[src/sv/dfp_pkg.sv]
package dfp_pkg;

    localparam int TQ_DEPTH = 2;
    localparam int RQ_DEPTH = 2;

    localparam logic [2:0] KIND_EOI   = 3'd0;
    localparam logic [2:0] KIND_BARE  = 3'd1;
    localparam logic [2:0] KIND_QUOTE = 3'd2;
    localparam logic [2:0] KIND_LIT   = 3'd3;

    localparam logic [7:0] CH_HASH   = 8'h23;
    localparam logic [7:0] CH_PCT    = 8'h25;
    localparam logic [7:0] CH_LPAREN = 8'h28;
    localparam logic [7:0] CH_RPAREN = 8'h29;
    localparam logic [7:0] CH_COMMA  = 8'h2c;
    localparam logic [7:0] CH_LBRACE = 8'h7b;
    localparam logic [7:0] CH_RBRACE = 8'h7d;

    localparam logic [3:0] EV_NONE       = 4'd0;
    localparam logic [3:0] EV_SHIFT      = 4'd1;
    localparam logic [3:0] EV_COMMAND    = 4'd2;
    localparam logic [3:0] EV_COMMENT    = 4'd3;
    localparam logic [3:0] EV_CODE       = 4'd4;
    localparam logic [3:0] EV_ARG        = 4'd5;
    localparam logic [3:0] EV_HEAD       = 4'd6;
    localparam logic [3:0] EV_BODY_START = 4'd7;
    localparam logic [3:0] EV_BODY_END   = 4'd8;
    localparam logic [3:0] EV_FINISH     = 4'd9;
    localparam logic [3:0] EV_COMMA      = 4'd10;

    localparam logic [2:0] ERR_OK       = 3'd0;
    localparam logic [2:0] ERR_TOKEN    = 3'd1;
    localparam logic [2:0] ERR_LITERAL  = 3'd2;
    localparam logic [2:0] ERR_EOI_OPEN = 3'd3;
    localparam logic [2:0] ERR_CLOSE    = 3'd4;
    localparam logic [2:0] ERR_DEPTH    = 3'd5;

    localparam logic [15:0] DEPTH_LIMIT_RESET = 16'hffff;
    localparam logic [7:0]  ARGS_MAX          = 8'hff;

    typedef enum logic [3:0] {
        C_EOI,
        C_BARE,
        C_QUOTE,
        C_HASH,
        C_PCT,
        C_LPAREN,
        C_RPAREN,
        C_COMMA,
        C_LBRACE,
        C_RBRACE,
        C_LIT_OTHER,
        C_INVALID
    } t_tok_class;

    typedef enum logic [2:0] {
        POS_TOP     = 3'd0,
        POS_NAME    = 3'd1,
        POS_ARG     = 3'd2,
        POS_ARGNEXT = 3'd3,
        POS_TAIL    = 3'd4
    } t_pos;

    typedef struct packed {
        logic [3:0]  event_res;
        logic [2:0]  error_code;
        logic [15:0] nesting_depth;
        logic [7:0]  argument_count;
    } t_result;

    typedef struct packed {
        logic       valid;
        t_tok_class cls;
    } t_tok_xfer;

endpackage

[src/sv/dfp_front.sv]
module dfp_front
    import dfp_pkg::*;
(
    input  logic       i_clk,
    input  logic       i_rst_n,
    input  logic       i_push,
    output logic       o_full,
    input  logic [2:0] i_token_kind,
    input  logic [7:0] i_literal_char,
    input  logic       i_q_ready,
    output t_tok_xfer  o_tok
);

    logic       r_valid;
    logic       n_valid;
    t_tok_class r_cls;
    t_tok_class n_cls;
    logic       accept;

    // classify the raw token
    always_comb begin
        n_cls = C_INVALID;
        case (i_token_kind)
            KIND_EOI:   n_cls = C_EOI;
            KIND_BARE:  n_cls = C_BARE;
            KIND_QUOTE: n_cls = C_QUOTE;
            KIND_LIT: begin
                case (i_literal_char)
                    CH_HASH:   n_cls = C_HASH;
                    CH_PCT:    n_cls = C_PCT;
                    CH_LPAREN: n_cls = C_LPAREN;
                    CH_RPAREN: n_cls = C_RPAREN;
                    CH_COMMA:  n_cls = C_COMMA;
                    CH_LBRACE: n_cls = C_LBRACE;
                    CH_RBRACE: n_cls = C_RBRACE;
                    default:   n_cls = C_LIT_OTHER;
                endcase
            end
            default: n_cls = C_INVALID;
        endcase
    end

    assign o_full = r_valid && !i_q_ready;
    assign accept = i_push && !o_full;

    always_comb begin
        n_valid = r_valid;
        if (accept) begin
            n_valid = 1'b1;
        end else if (i_q_ready) begin
            n_valid = 1'b0;
        end
    end

    always_ff @(posedge i_clk) begin
        if (!i_rst_n) begin
            r_valid <= 1'b0;
        end else begin
            r_valid <= n_valid;
        end
    end

    always_ff @(posedge i_clk) begin
        if (accept) begin
            r_cls <= n_cls;
        end
    end

    assign o_tok.valid = r_valid;
    assign o_tok.cls   = r_cls;

endmodule

[src/sv/dfp_tq.sv]
module dfp_tq
    import dfp_pkg::*;
(
    input  logic      i_clk,
    input  logic      i_rst_n,
    input  t_tok_xfer i_tok,
    output logic      o_ready,
    output t_tok_xfer o_tok,
    input  logic      i_take
);

    localparam int AW = $clog2(TQ_DEPTH);
    localparam int CW = $clog2(TQ_DEPTH + 1);

    t_tok_class      r_mem [TQ_DEPTH];
    logic [AW-1:0]   r_wp;
    logic [AW-1:0]   r_rp;
    logic [CW-1:0]   r_cnt;
    logic [CW-1:0]   n_cnt;
    logic            wr;
    logic            rd;

    assign o_ready = (r_cnt != CW'(TQ_DEPTH));
    assign wr      = i_tok.valid && o_ready;
    assign rd      = i_take && (r_cnt != '0);

    always_comb begin
        n_cnt = r_cnt;
        if (wr && !rd) begin
            n_cnt = r_cnt + 1'b1;
        end else if (rd && !wr) begin
            n_cnt = r_cnt - 1'b1;
        end
    end

    always_ff @(posedge i_clk) begin
        if (!i_rst_n) begin
            r_wp  <= '0;
            r_rp  <= '0;
            r_cnt <= '0;
        end else begin
            r_cnt <= n_cnt;
            if (wr) begin
                r_wp <= (r_wp == AW'(TQ_DEPTH - 1)) ? '0 : r_wp + 1'b1;
            end
            if (rd) begin
                r_rp <= (r_rp == AW'(TQ_DEPTH - 1)) ? '0 : r_rp + 1'b1;
            end
        end
    end

    always_ff @(posedge i_clk) begin
        if (wr) begin
            r_mem[r_wp] <= i_tok.cls;
        end
    end

    assign o_tok.valid = (r_cnt != '0);
    assign o_tok.cls   = r_mem[r_rp];

endmodule

[src/sv/dfp_back.sv]
module dfp_back
    import dfp_pkg::*;
(
    input  logic        i_clk,
    input  logic        i_rst_n,
    input  logic        i_cfg_valid,
    input  logic [15:0] i_cfg_data,
    input  t_tok_xfer   i_tok,
    output logic        o_take,
    input  logic        i_pop,
    output logic        o_empty,
    output t_result     o_res
);

    localparam int AW = $clog2(RQ_DEPTH);
    localparam int CW = $clog2(RQ_DEPTH + 1);

    t_pos          r_pos;
    t_pos          n_pos;
    logic [15:0]   r_dep;
    logic [15:0]   n_dep;
    logic [7:0]    r_cnt;
    logic [7:0]    n_cnt;
    logic [15:0]   r_limit;
    logic [3:0]    ev;
    logic [2:0]    err;
    logic          is_lit;

    t_result       r_mem [RQ_DEPTH];
    logic [AW-1:0] r_wp;
    logic [AW-1:0] r_rp;
    logic [CW-1:0] r_ocnt;
    logic [CW-1:0] n_ocnt;
    logic          push;
    logic          pop;
    t_result       res;

    assign is_lit = i_tok.cls inside {C_HASH, C_PCT, C_LPAREN, C_RPAREN, C_COMMA,
                                      C_LBRACE, C_RBRACE, C_LIT_OTHER};

    // grammar step
    always_comb begin
        ev    = EV_NONE;
        err   = ERR_OK;
        n_pos = r_pos;
        n_dep = r_dep;
        n_cnt = r_cnt;
        case (r_pos)
            POS_NAME: begin
                if (i_tok.cls inside {C_BARE, C_QUOTE}) begin
                    ev    = EV_COMMAND;
                    n_pos = POS_TOP;
                end else if (i_tok.cls == C_LPAREN) begin
                    n_cnt = '0;
                    n_pos = POS_ARG;
                end else if (is_lit) begin
                    err = ERR_LITERAL;
                end else begin
                    err = ERR_TOKEN;
                end
            end
            POS_ARG: begin
                if (i_tok.cls inside {C_BARE, C_QUOTE}) begin
                    ev    = EV_ARG;
                    n_pos = POS_ARGNEXT;
                    if (r_cnt != ARGS_MAX) begin
                        n_cnt = r_cnt + 1'b1;
                    end
                end else if (i_tok.cls == C_RPAREN) begin
                    ev    = EV_HEAD;
                    n_pos = POS_TAIL;
                end else if (is_lit) begin
                    err = ERR_LITERAL;
                end else begin
                    err = ERR_TOKEN;
                end
            end
            POS_ARGNEXT: begin
                if (i_tok.cls == C_COMMA) begin
                    ev    = EV_COMMA;
                    n_pos = POS_ARG;
                end else if (i_tok.cls == C_RPAREN) begin
                    ev    = EV_HEAD;
                    n_pos = POS_TAIL;
                end else if (is_lit) begin
                    err = ERR_LITERAL;
                end else begin
                    err = ERR_TOKEN;
                end
            end
            default: begin
                case (i_tok.cls)
                    C_EOI: begin
                        if (r_dep == '0) begin
                            ev = EV_FINISH;
                        end else begin
                            err = ERR_EOI_OPEN;
                        end
                    end
                    C_BARE: begin
                        ev    = EV_SHIFT;
                        n_pos = POS_NAME;
                    end
                    C_HASH: begin
                        ev    = EV_COMMENT;
                        n_pos = POS_TOP;
                    end
                    C_PCT: begin
                        ev    = EV_CODE;
                        n_pos = POS_TOP;
                    end
                    C_RBRACE: begin
                        if (r_dep == '0) begin
                            err = ERR_CLOSE;
                        end else begin
                            n_dep = r_dep - 1'b1;
                            ev    = EV_BODY_END;
                            n_pos = POS_TOP;
                        end
                    end
                    C_LBRACE: begin
                        if (r_pos != POS_TAIL) begin
                            err = ERR_LITERAL;
                        end else if (r_dep >= r_limit) begin
                            err = ERR_DEPTH;
                        end else begin
                            n_dep = r_dep + 1'b1;
                            ev    = EV_BODY_START;
                            n_pos = POS_TOP;
                        end
                    end
                    C_LPAREN, C_RPAREN, C_COMMA, C_LIT_OTHER: err = ERR_LITERAL;
                    default: err = ERR_TOKEN;
                endcase
            end
        endcase
        if (err != ERR_OK) begin
            ev    = EV_NONE;
            n_pos = r_pos;
            n_dep = r_dep;
            n_cnt = r_cnt;
        end
    end

    assign res.event_res      = ev;
    assign res.error_code     = err;
    assign res.nesting_depth  = n_dep;
    assign res.argument_count = n_cnt;

    assign o_take = i_tok.valid && (r_ocnt != CW'(RQ_DEPTH));
    assign push   = o_take;
    assign pop    = i_pop && !o_empty;

    always_comb begin
        n_ocnt = r_ocnt;
        if (push && !pop) begin
            n_ocnt = r_ocnt + 1'b1;
        end else if (pop && !push) begin
            n_ocnt = r_ocnt - 1'b1;
        end
    end

    always_ff @(posedge i_clk) begin
        if (!i_rst_n) begin
            r_pos   <= POS_TOP;
            r_dep   <= '0;
            r_cnt   <= '0;
            r_limit <= DEPTH_LIMIT_RESET;
            r_wp    <= '0;
            r_rp    <= '0;
            r_ocnt  <= '0;
        end else begin
            if (i_cfg_valid) begin
                r_limit <= i_cfg_data;
            end
            if (push) begin
                r_pos <= n_pos;
                r_dep <= n_dep;
                r_cnt <= n_cnt;
                r_wp  <= (r_wp == AW'(RQ_DEPTH - 1)) ? '0 : r_wp + 1'b1;
            end
            if (pop) begin
                r_rp <= (r_rp == AW'(RQ_DEPTH - 1)) ? '0 : r_rp + 1'b1;
            end
            r_ocnt <= n_ocnt;
        end
    end

    always_ff @(posedge i_clk) begin
        if (push) begin
            r_mem[r_wp] <= res;
        end
    end

    assign o_empty = (r_ocnt == '0);
    assign o_res   = r_mem[r_rp];

    a_ocnt_bound: assert property (@(posedge i_clk) disable iff (!i_rst_n)
        r_ocnt <= CW'(RQ_DEPTH))
        else $error("result queue overfilled");

    a_err_keeps_state: assert property (@(posedge i_clk) disable iff (!i_rst_n)
        push && (err != ERR_OK) |=>
        (r_pos == $past(r_pos)) && (r_dep == $past(r_dep)) && (r_cnt == $past(r_cnt)))
        else $error("state changed on error");

    a_err_no_event: assert property (@(posedge i_clk) disable iff (!i_rst_n)
        push && (err != ERR_OK) |-> (ev == EV_NONE))
        else $error("event with error");

    a_body_start_depth: assert property (@(posedge i_clk) disable iff (!i_rst_n)
        push && (ev == EV_BODY_START) |=> (r_dep == 16'($past(r_dep) + 16'd1)))
        else $error("depth not incremented on body start");

endmodule

[src/sv/definition_file_token_parser_unit.sv]
// channel  | handshake          | transfer when          | payload
// token    | i_push / o_full    | i_push && !o_full      | i_token_kind, i_literal_char
// result   | o_empty / i_pop    | i_pop && !o_empty      | o_event_res, o_error_code,
//          |                    |                        | o_nesting_depth, o_argument_count
// config   | i_cfg_valid / o_cfg_ready | both high       | i_cfg_data (depth_limit)
//
// one token per cycle sustained while results are popped; a token's result passes
// through the classify register, token queue and grammar step into the result queue
// the grammar state update is a registered loop in the back end
// synchronous active-low reset empties both queues, depth_limit resets to 65535
// a stalled result side fills the 2-entry result queue, then the token queue, then full rises
module definition_file_token_parser_unit
    import dfp_pkg::*;
(
    input  logic        i_clk,
    input  logic        i_rst_n,
    input  logic        i_push,
    output logic        o_full,
    input  logic [2:0]  i_token_kind,
    input  logic [7:0]  i_literal_char,
    output logic        o_empty,
    input  logic        i_pop,
    output logic [3:0]  o_event_res,
    output logic [2:0]  o_error_code,
    output logic [15:0] o_nesting_depth,
    output logic [7:0]  o_argument_count,
    input  logic        i_cfg_valid,
    output logic        o_cfg_ready,
    input  logic [15:0] i_cfg_data
);

    t_tok_xfer front_tok;
    t_tok_xfer q_tok;
    logic      q_ready;
    logic      take;
    t_result   res;

    dfp_front u_front (
        .i_clk          (i_clk),
        .i_rst_n        (i_rst_n),
        .i_push         (i_push),
        .o_full         (o_full),
        .i_token_kind   (i_token_kind),
        .i_literal_char (i_literal_char),
        .i_q_ready      (q_ready),
        .o_tok          (front_tok)
    );

    dfp_tq u_tq (
        .i_clk   (i_clk),
        .i_rst_n (i_rst_n),
        .i_tok   (front_tok),
        .o_ready (q_ready),
        .o_tok   (q_tok),
        .i_take  (take)
    );

    dfp_back u_back (
        .i_clk       (i_clk),
        .i_rst_n     (i_rst_n),
        .i_cfg_valid (i_cfg_valid),
        .i_cfg_data  (i_cfg_data),
        .i_tok       (q_tok),
        .o_take      (take),
        .i_pop       (i_pop),
        .o_empty     (o_empty),
        .o_res       (res)
    );

    assign o_cfg_ready      = 1'b1;
    assign o_event_res      = res.event_res;
    assign o_error_code     = res.error_code;
    assign o_nesting_depth  = res.nesting_depth;
    assign o_argument_count = res.argument_count;

endmodule
[config.mk]
export PLATFORM = sky130hd
export DESIGN_NAME = definition_file_token_parser_unit
export DESIGN_NICKNAME = d
export VERILOG_FILES = /design/src/sv/dfp_pkg.sv /design/src/sv/dfp_front.sv /design/src/sv/dfp_tq.sv /design/src/sv/dfp_back.sv /design/src/sv/definition_file_token_parser_unit.sv
export SDC_FILE = /design/constraint.sdc
export NUM_CORES = 1
export LEC_CHECK = 0
export ABC_AREA = 1
export BUFFER_PORTS_ARGS = -buffer_cell sky130_fd_sc_hd__buf_2
export CAP_MARGIN = 20
export CORE_MARGIN = 10
export CORE_UTILIZATION = 55
export DETAILED_ROUTE_END_ITERATION = 12
export PLACE_DENSITY = 0.88
export SYNTH_ARGS = -nofsm -noshare
export SYNTH_HDL_FRONTEND = slang
export SYNTH_HIERARCHICAL = 1
export SYNTH_SLANG_ARGS = --single-unit
[constraint.sdc]
create_clock -name i_clk -period 2.5 [get_ports i_clk]
set_input_delay 0.125 -clock i_clk [delete_from_list [all_inputs] [get_ports i_clk]]
set_output_delay 0.125 -clock i_clk [all_outputs]
set_load 0.005 [all_outputs]
==> impl_metrics.tcl, run 1 <==
set metrics [dict create \
    first_pass_iters 6 \
    clock_sinks 128 \
    design_area_um2 8979 \
    r2r_end "u_back/r_mem[1][4]" \
    finalPower_w 0.01030 \
    layout-drive-gt1-share_pct 21.94 \
    outcome "completed" \
    synthSimpleGateAreaFrac_pct 25.99 \
    power.density_nw_per_um2 1147 \
    cp.required_ns 2.77 \
    mostFrequentLayoutCell "nand2_1" \
    seq_area_um2 3304 \
    clock_skew_ns 0.009023 \
    rrSetupSlack_ns 0.13 \
    critPathKind "flip-flop to flip-flop" \
    ant_nets 0 \
    muxShareOfSynthArea_pct 5.254 \
    fin_ws_ns 0.1273 \
    synth-main-ff-cell "edfxtp_1" \
    synth_compound_area_share_pct 11.04 \
    place_inst 1183 \
    globalplace.congestion 1.073 \
    synth.top_cell.area_share_pct 29.62 \
    nets 1102 \
    cap_violations 0 \
    die_area_um2 18710 \
    endpoint_kind "flip-flop" \
    min_path_type "input pin to flip-flop" \
    ir_drop_uv 546.1 \
    layout_common_cells "nand2_1 (215), inv_1 (135), edfxtp_1 (74)" \
    multiInputGateArea_um2 3535 \
    synthXorXnorAreaFrac_pct 0.5838 \
    reg2regPathDepth 10 \
    clk_pin_slew_ns 0.06 \
    yosys-top-cells-area "edfxtp_1 (30%), dfxtp_1 (14%), nand2_1 (11%)" \
    root_buffer "clkbuf_16" \
    dieWidth_um 136.8 \
    cts_buffers 17 \
    synth.cell_area_um2 7501 \
    n_antenna_cell 0 \
    synth_edf_count 74 \
    cp-start-kind "flip-flop" \
    wl_mm 19.14 \
    dpl_cell_area_um2 8105 \
    ys_seq_area_share_pct 44.04 \
    area_delta_synth_final_pct 19.70 \
    vias 6800 \
    drc_errors 0 \
    period_share_pct 94.91 \
    hpwl_mm 13.23 \
    finalHoldViolations 0 \
    synth_seq_cells 128 \
    core_um2 13300 \
    fin_cells 1238 \
    htree_levels 4 \
    async_flop_share_pct 0 \
    io_buffers 64 \
    leakage_nw 4.299 \
    hold_depth 3 \
    netlist.top_cell.by_area "edfxtp_1" \
    place_ws_ns 0.1665 \
    drt_iter0_markers 822 \
    crit_fanout 5 \
    clk_path_buf_depth 2 \
    synth_fa_ha_area_share_pct 3.503 \
    grtUsageTotal_pct 20.54 \
    rows 42 \
    maxSlewHeadroom_pct 65.10 \
    via_per_inst 5.493 \
    synth_area_per_cell_um2 7.954 \
    clk_latency_ns 0.42 \
    syn-instance-count 943 \
    routedWlPerCell_um 15.46 \
    grt_pass1_wl_mm 30.83 \
    setup_violations 0 \
    worst_slew_pin_slew_ns 0.5235 \
    grt_max_degree 44 \
    fp.dieH_um 136.8 \
    period_needed_ns 2.373 \
    grt_antenna_before_repair 0 \
    fmax_mhz 421.5 \
    ys_warn_count 6 \
    cts_tree "done" \
    synth_cell_types 47 \
    drv_slew 0 \
    synth_nets 996 \
    synth_top_family_by_area "simple AND/OR/NAND/NOR gates" \
    hold_end "u_front/r_cls[0]" \
    fillers 1004 \
    hp-start "i_token_kind[0]" \
    grt_overflow 0 \
    first_global_vias 6307 \
    crit_arrival_ns 2.64 \
    start_util_pct 56.42 \
    ios 66 \
]
==> routing by layer <==
layer  vias to the layer above  global-route usage [%]  part of all wire [%]
li1                       3327                       -                     -
met4                         0                   8.314                   2.4
met5                         -                       0                     0
met3                        58                   5.095                    10
met1                      3062                   26.71                    42
met2                       353                   32.11                    45
==> registers in the layout (all words and copies together), names as in the netlist, named ones only <==
register,cells
u_tq/r_wp,1
u_tq/r_rp,1
u_back/r_mem,62
u_front/r_cls,4
u_back/r_cnt,8
u_back/r_rp,1
u_back/r_dep,16
u_back/r_limit,16
u_tq/r_mem,8
u_back/r_wp,1
u_back/r_pos,3
u_back/r_ocnt,2
u_tq/r_cnt,2
u_front/r_valid,1
==> synth_stat cells (5+ instances only) <==
master / instances
nand2_1: 216
inv_1: 135
edfxtp_1: 74
nand3_1: 68
nor2_1: 66
a21oi_1: 61
dfxtp_1: 54
o21ai_0: 49
mux2_2: 35
ha_1: 21
inv_2: 17
nand4_1: 16
o21ai_1: 16
clkbuf_1: 11
nor2_2: 11
nor2_4: 11
nand2_2: 9
nor3_1: 9
o211ai_1: 8
nand3_2: 6
xor2_1: 5
==> kinds of logic after synthesis <==
kind of cell	Yosys count
compound gates	152
xor+xnor	5
fa+ha+maj	21
buf+inv	180
flops	128
mux	35
other cells	1
simple gates	421
==> critical path: stages (launching register included) <==
cell     delay, ns
dfxtp_1       0.39
mux2_2        0.39
inv_1         0.09
nand2_1       0.17
a21oi_4       0.22
nand2_1       0.13
nor3_2        0.18
nand2_1       0.14
a21oi_1       0.22
o21ai_1       0.14
nand3_1       0.15
==> worst max path at each step <==
stage                        from                  end  slack, ns  cells after the start
2_1_floorplan       u_tq/r_cnt[1]   u_back/r_mem[1][0]       0.35                      5
3_3_place_gp     u_back/r_dep[15]  u_back/r_mem[0][27]       0.25                     14
3_5_place_dp     u_back/r_dep[15]  u_back/r_mem[1][27]       0.17                     14
4_1_cts                 flip-flop   u_back/r_mem[1][4]       0.13                      9
5_1_grt        u_back/r_limit[11]  u_back/r_mem[1][22]      -0.02                     17
6_report                flip-flop   u_back/r_mem[1][4]       0.13                     10
==> stage by stage <==
step	hold slack (ns)	util (%)	TNS, ns
final	0.02657	67.53	0
after global placement	0.3391	60.96	0
after global routing	0.03538	67.53	-0.03321
after CTS	0.006419	66.87	0
after floorplan	0.2454	-	0
after detailed placement	0.3432	60.96	0
==> power by group <==
part / internal (W) / total (W) / switching, W
combinational: 0.00158 / 0.00444 / 0.00286
sequential: 0.00308 / 0.00338 / 0.000303
clock: 0.00151 / 0.00248 / 0.000966
total: 0.00617 / 0.0103 / 0.00413
==> cell type report <==
class	count	share of cell area, %
clock buffer	18	4.891
multi-input combinational	635	39.37
timing repair buffer	112	8.250
tap	176	2.453
sequential	128	36.80
inverter	155	6.494
clock inverter	14	1.742
==> timing repair <==
| action | in CTS | in global routing |
|---|---|---|
| endpoints found under the setup margin | 0 | 36 |
| hold buffers | 19 | 0 |
| hold endpoints to repair | 19 | 0 |
| gates resized for setup | 0 | 9 |
| buffers inserted | 0 | 4 |
Power figures use the tool's default switching activity.
==> inputs of run 2 (changes only) <==
--- a/config.mk
+++ b/config.mk
@@ -6,7 +6,7 @@
 export NUM_CORES = 1
 export LEC_CHECK = 0
 export ABC_AREA = 1
-export BUFFER_PORTS_ARGS = -buffer_cell sky130_fd_sc_hd__buf_2
+export BUFFER_PORTS_ARGS = -buffer_cell sky130_fd_sc_hd__buf_4
 export CAP_MARGIN = 20
 export CORE_MARGIN = 10
 export CORE_UTILIZATION = 55
==> impl_metrics.tcl, run 2 (synthesis gave the netlist of run 1 again) <==
set metrics [dict create \
    layout_common_cells "nand2_1 (215), inv_1 (135), buf_4 (90)" \
    grt_max_degree 33 \
    rsz0062_at_grt "true" \
    place_ws_ns 0.1394 \
    clk_latency_ns 0.42 \
    period_share_pct 95.90 \
    fmax_mhz 417.1 \
    clock_skew_ns 0.006730 \
    ios 66 \
    fp.dieH_um 136.8 \
    power.density_nw_per_um2 1159 \
    fin_cells 1241 \
    drv_slew 0 \
    final.setup.tns_ns 0 \
    ant_nets 0 \
    globalplace.congestion 1.035 \
    fillers 1044 \
    die_area_um2 18710 \
    cp.required_ns 2.87 \
    top_regs "u_back/r_mem: 62 flops, u_back/r_dep: 16 flops, u_back/r_limit: 16 flops" \
    drc_errors 0 \
    worst_slew_pin_slew_ns 0.6270 \
    ir_drop_uv 598.0 \
    finalHoldViolations 0 \
    clock_sinks 128 \
    crit_fanout 5 \
    grtUsageTotal_pct 20.70 \
    clk_pin_slew_ns 0.06 \
    cts_buffers 17 \
    crit_slowest_cell "mux2_2" \
    setup_violations 0 \
    wl_mm 18.90 \
    n_antenna_cell 0 \
    cpPeakStageDelay_ns 0.37 \
    top_register "u_back/r_mem" \
    grt_antenna_before_repair 0 \
    maxSlewHeadroom_pct 57.88 \
    min_path_type "input pin to flip-flop" \
    drt_iter0_markers 962 \
    cap_violations 0 \
    final_util_pct 69.14 \
    dieWidth_um 136.8 \
    largest_register_ffs 62 \
    area_delta_synth_final_pct 22.55 \
    routedWlPerCell_um 15.23 \
    io_buffers 64 \
    layout-drive-gt1-share_pct 21.78 \
    leakage_nw 4.365 \
    vias 6767 \
    first_pass_iters 7 \
    seq_area_um2 3307 \
    hpwl_mm 13.44 \
    outcome "completed" \
    mostFrequentLayoutCell "nand2_1" \
    core_um2 13300 \
    design_area_um2 9193 \
    path_cells "mux2_2 -> inv_1 -> nand2_1 -> a21oi_2 -> nand2_1 -> buf_4 -> o21ai_0 -> nand2_1 -> o221ai_2 -> o21ai_0 -> inv_1" \
    cts_tree "done" \
    critPathKind "flip-flop to flip-flop" \
    place_inst 1186 \
    grt_overflow 0 \
    crit_top_cell "nand2_1" \
    endpoint_kind "flip-flop" \
    rows 42 \
    grt_pass1_wl_mm 31.17 \
    root_buffer "clkbuf_16" \
    htree_levels 4 \
    period_needed_ns 2.398 \
    first_global_vias 6292 \
    crit_arrival_ns 2.77 \
    via_per_inst 5.453 \
    dpl_cell_area_um2 8313 \
    start_util_pct 56.42 \
    clk_path_buf_depth 2 \
    nets 1105 \
    fin_ws_ns 0.1025 \
    multiInputGateArea_um2 3507 \
    cp-start-kind "flip-flop" \
]
run 2: report_power, final:
group	switching [W]	internal, W	leakage [nW]
clock network	0.000921	0.00167	0.293
registers	0.000302	0.00308	1.14
logic	0.00288	0.00181	2.93
total	0.00410	0.00656	4.37
run 2: what timing repair did:
| item | 4_1_cts | 5_1_grt |
|---|---|---|
| resized for setup | 0 | 9 |
| hold buffers | 22 | 0 |
| setup buffers | 0 | 1 |
| hold endpoints to repair | 20 | 0 |
| setup endpoints to repair | 0 | 40 |
run 2: final timing paths:
path	from	end	slack (ns)	cells past startpoint
worst min-delay path	i_cfg_valid	u_back/r_limit[15]	0.08	2
worst max-delay path	flip-flop	u_back/r_cnt[2]	0.10	11
worst max register to register	flip-flop	u_back/r_cnt[2]	0.10	11
worst min register to register	u_front/r_cls[0]	u_tq/r_mem[0][0]	0.45	0
run 2: final cells by class:
type	instances	area share [%]
Clock buffer	19	4.709
Tap cell	176	2.396
Clock inverter	13	2.028
Timing Repair Buffer	115	10.40
Sequential cell	128	35.97
Inverter	155	6.343
Multi-Input combinational cell	635	38.15
run 2: metrics by stage:
step	power (W)	hold WS, ns
floorplan	0.006274	0.2454
global placement	0.007816	0.3371
detailed placement	0.007937	0.3425
CTS	0.01060	0.06247
global route	0.01136	0.1072
finish	0.01066	0.07725
run 2: worst max-delay path, delay by kind of cell (launching register included):
kind | cells | cell delay [ns]
AO/OA/AOI/OAI | 4 | 0.82
buffers and inverters | 3 | 0.34
flip-flops | 1 | 0.35
multiplexers | 1 | 0.37
AND/OR/NAND/NOR | 3 | 0.45
run 2: layer usage:
metal / part of all wire (%) / vias to the layer above / global-route usage (%)
li1: - / 3335 / -
met1: 44 / 3066 / 28.57
met2: 44 / 331 / 31.22
met3: 10 / 35 / 4.252
met4: 2.0 / 0 / 7.963
met5: 0 / - / 0
==> inputs of run 3 (changes only) <==
--- a/config.mk
+++ b/config.mk
@@ -9,9 +9,9 @@
 export BUFFER_PORTS_ARGS = -buffer_cell sky130_fd_sc_hd__buf_4
 export CAP_MARGIN = 20
 export CORE_MARGIN = 10
-export CORE_UTILIZATION = 55
+export CORE_UTILIZATION = 46
 export DETAILED_ROUTE_END_ITERATION = 12
-export PLACE_DENSITY = 0.88
+export PLACE_DENSITY = 0.67
 export SYNTH_ARGS = -nofsm -noshare
 export SYNTH_HDL_FRONTEND = slang
 export SYNTH_HIERARCHICAL = 1
==> impl_metrics.tcl, run 3 (synthesis gave the netlist of run 1 again) <==
set metrics [dict create \
    root_buffer "clkbuf_16" \
    die_area_um2 21810 \
    clock_skew_ns 0.007021 \
    ir_drop_uv 606.3 \
    clock_sinks 128 \
    hold_ws_ns 0.02541 \
    fmax_mhz 426.0 \
    min_path_type "input pin to flip-flop" \
    vias 6420 \
    fillers 1453 \
    clk_path_buf_depth 2 \
    grt_max_degree 33 \
    power.density_nw_per_um2 1147 \
    rows 46 \
    cp-start-kind "flip-flop" \
    layout-drive-gt1-share_pct 22.13 \
    fp.dieH_um 147.7 \
    final_util_pct 58.04 \
    seq_area_um2 3308 \
    grtUsageTotal_pct 16.46 \
    first_pass_iters 5 \
    cts_tree "done" \
    crit_fanout 8 \
    grt_antenna_before_repair 0 \
    final.setup.tns_ns 0 \
    via_per_inst 5.023 \
    leakage_nw 4.359 \
    finalHoldViolations 0 \
    worst_slew_pin_slew_ns 0.5997 \
    dieWidth_um 147.7 \
    reg2regPathDepth 14 \
    cp-endpoint "u_back/r_mem[1][27]" \
    ant_nets 0 \
    drt_iter0_markers 505 \
    rrSetupSlack_ns 0.15 \
    area_delta_synth_final_pct 23.37 \
    routedWlPerCell_um 13.99 \
    nets 1102 \
    wl_met2_mm 7.402 \
    io_buffers 64 \
    maxSlewHeadroom_pct 59.87 \
    endpoint_kind "flip-flop" \
    r2r_end "u_back/r_mem[1][27]" \
    cp.required_ns 2.67 \
    ios 66 \
    hold_depth 3 \
    setup_violations 0 \
    drc_errors 0 \
    cap_violations 0 \
    mostFrequentLayoutCell "nand2_1" \
    r2r-start "u_back/r_dep[15]" \
    largest_register_ffs 62 \
    period_share_pct 93.89 \
    core_um2 15940 \
    top_layer_used "met4" \
    critPathKind "flip-flop to flip-flop" \
    rsz0062_at_grt "false" \
    top_regs "u_back/r_mem: 62 flops, u_back/r_dep: 16 flops, u_back/r_limit: 16 flops" \
    cts_buffers 17 \
    drv_slew 0 \
    layout_common_cells "nand2_1 (213), inv_1 (135), buf_4 (89)" \
    first_global_vias 5912 \
    startpoint "u_back/r_dep[15]" \
    period_needed_ns 2.347 \
    clk_pin_slew_ns 0.06 \
    hpwl_mm 12.87 \
    wl_met3_mm 1.507 \
    design_area_um2 9254 \
    grt_overflow 0 \
    dpl_cell_area_um2 8356 \
    n_antenna_cell 0 \
    outcome "completed" \
    start_util_pct 47.05 \
    grt_pass1_wl_mm 29.29 \
    met1Wirelength_mm 8.711 \
    globalplace.congestion 0.9550 \
    wl_mm 17.88 \
    multiInputGateArea_um2 3533 \
    clk_latency_ns 0.42 \
    crit_arrival_ns 2.52 \
    top_register "u_back/r_mem" \
    htree_levels 4 \
]
[run 3: per-stage QoR]
stage	instances	total power (W)	worst slack, ns
floorplan	943	0.006274	0.3526
detailed placement	1225	0.007891	0.1484
finish	1278	0.01061	0.1527
global route	1278	0.01136	0.005708
CTS	1278	0.01062	0.03499
global placement	1225	0.007825	0.1721
[run 3: layer usage]
metal,global-route usage (%),up-vias
met5,0,-
met1,23.12,2858
met4,6.392,0
li1,-,3327
met3,3.907,19
met2,23.85,216
[run 3: how the worst min path moves through the flow]
stage,start,endpoint,slack [ns]
after detailed placement,i_cfg_data[15],u_back/r_limit[15],0.34
after floorplan,i_rst_n,u_back/r_pos[2],0.25
after CTS,i_rst_n,u_tq/r_cnt[1],0.02
after global routing,i_rst_n,u_tq/r_cnt[1],0.05
after global placement,i_cfg_data[15],u_back/r_limit[15],0.34
final,i_rst_n,u_tq/r_cnt[1],0.03
[run 3: final cells by class]
type / instances / area share [%]
Multi-Input combinational cell: 635 / 38.18
Clock buffer: 17 / 4.597
Tap cell: 216 / 2.920
Timing Repair Buffer: 112 / 9.924
Inverter: 155 / 6.301
Clock inverter: 15 / 2.326
Sequential cell: 128 / 35.75
[run 3: power breakdown]
| part | switching [W] | internal, W |
|---|---|---|
| sequential | 0.000305 | 0.00308 |
| combinational | 0.00278 | 0.00178 |
| clock | 0.000900 | 0.00176 |
| total | 0.00398 | 0.00663 |
[run 3: critical path, stage by stage, from the launching register on]
cell     delay [ns]
dfxtp_1        0.34
ha_1           0.30
nand2_1        0.05
inv_1          0.06
nand3_1        0.11
nor3_2         0.22
nand2_4        0.14
nand2_2        0.14
nor2_4         0.05
nand2_1        0.14
o21ai_0        0.19
nor3_1         0.18
nand2_1        0.07
nand2_1        0.06
inv_1          0.05
[run 3: repair_timing]
| item | CTS | global route |
|---|---|---|
| hold endpoints to repair | 19 | 0 |
| hold buffers | 21 | 0 |
| resized for setup | 0 | 15 |
| endpoints found under the setup margin | 0 | 34 |
| buffers inserted | 0 | 0 |
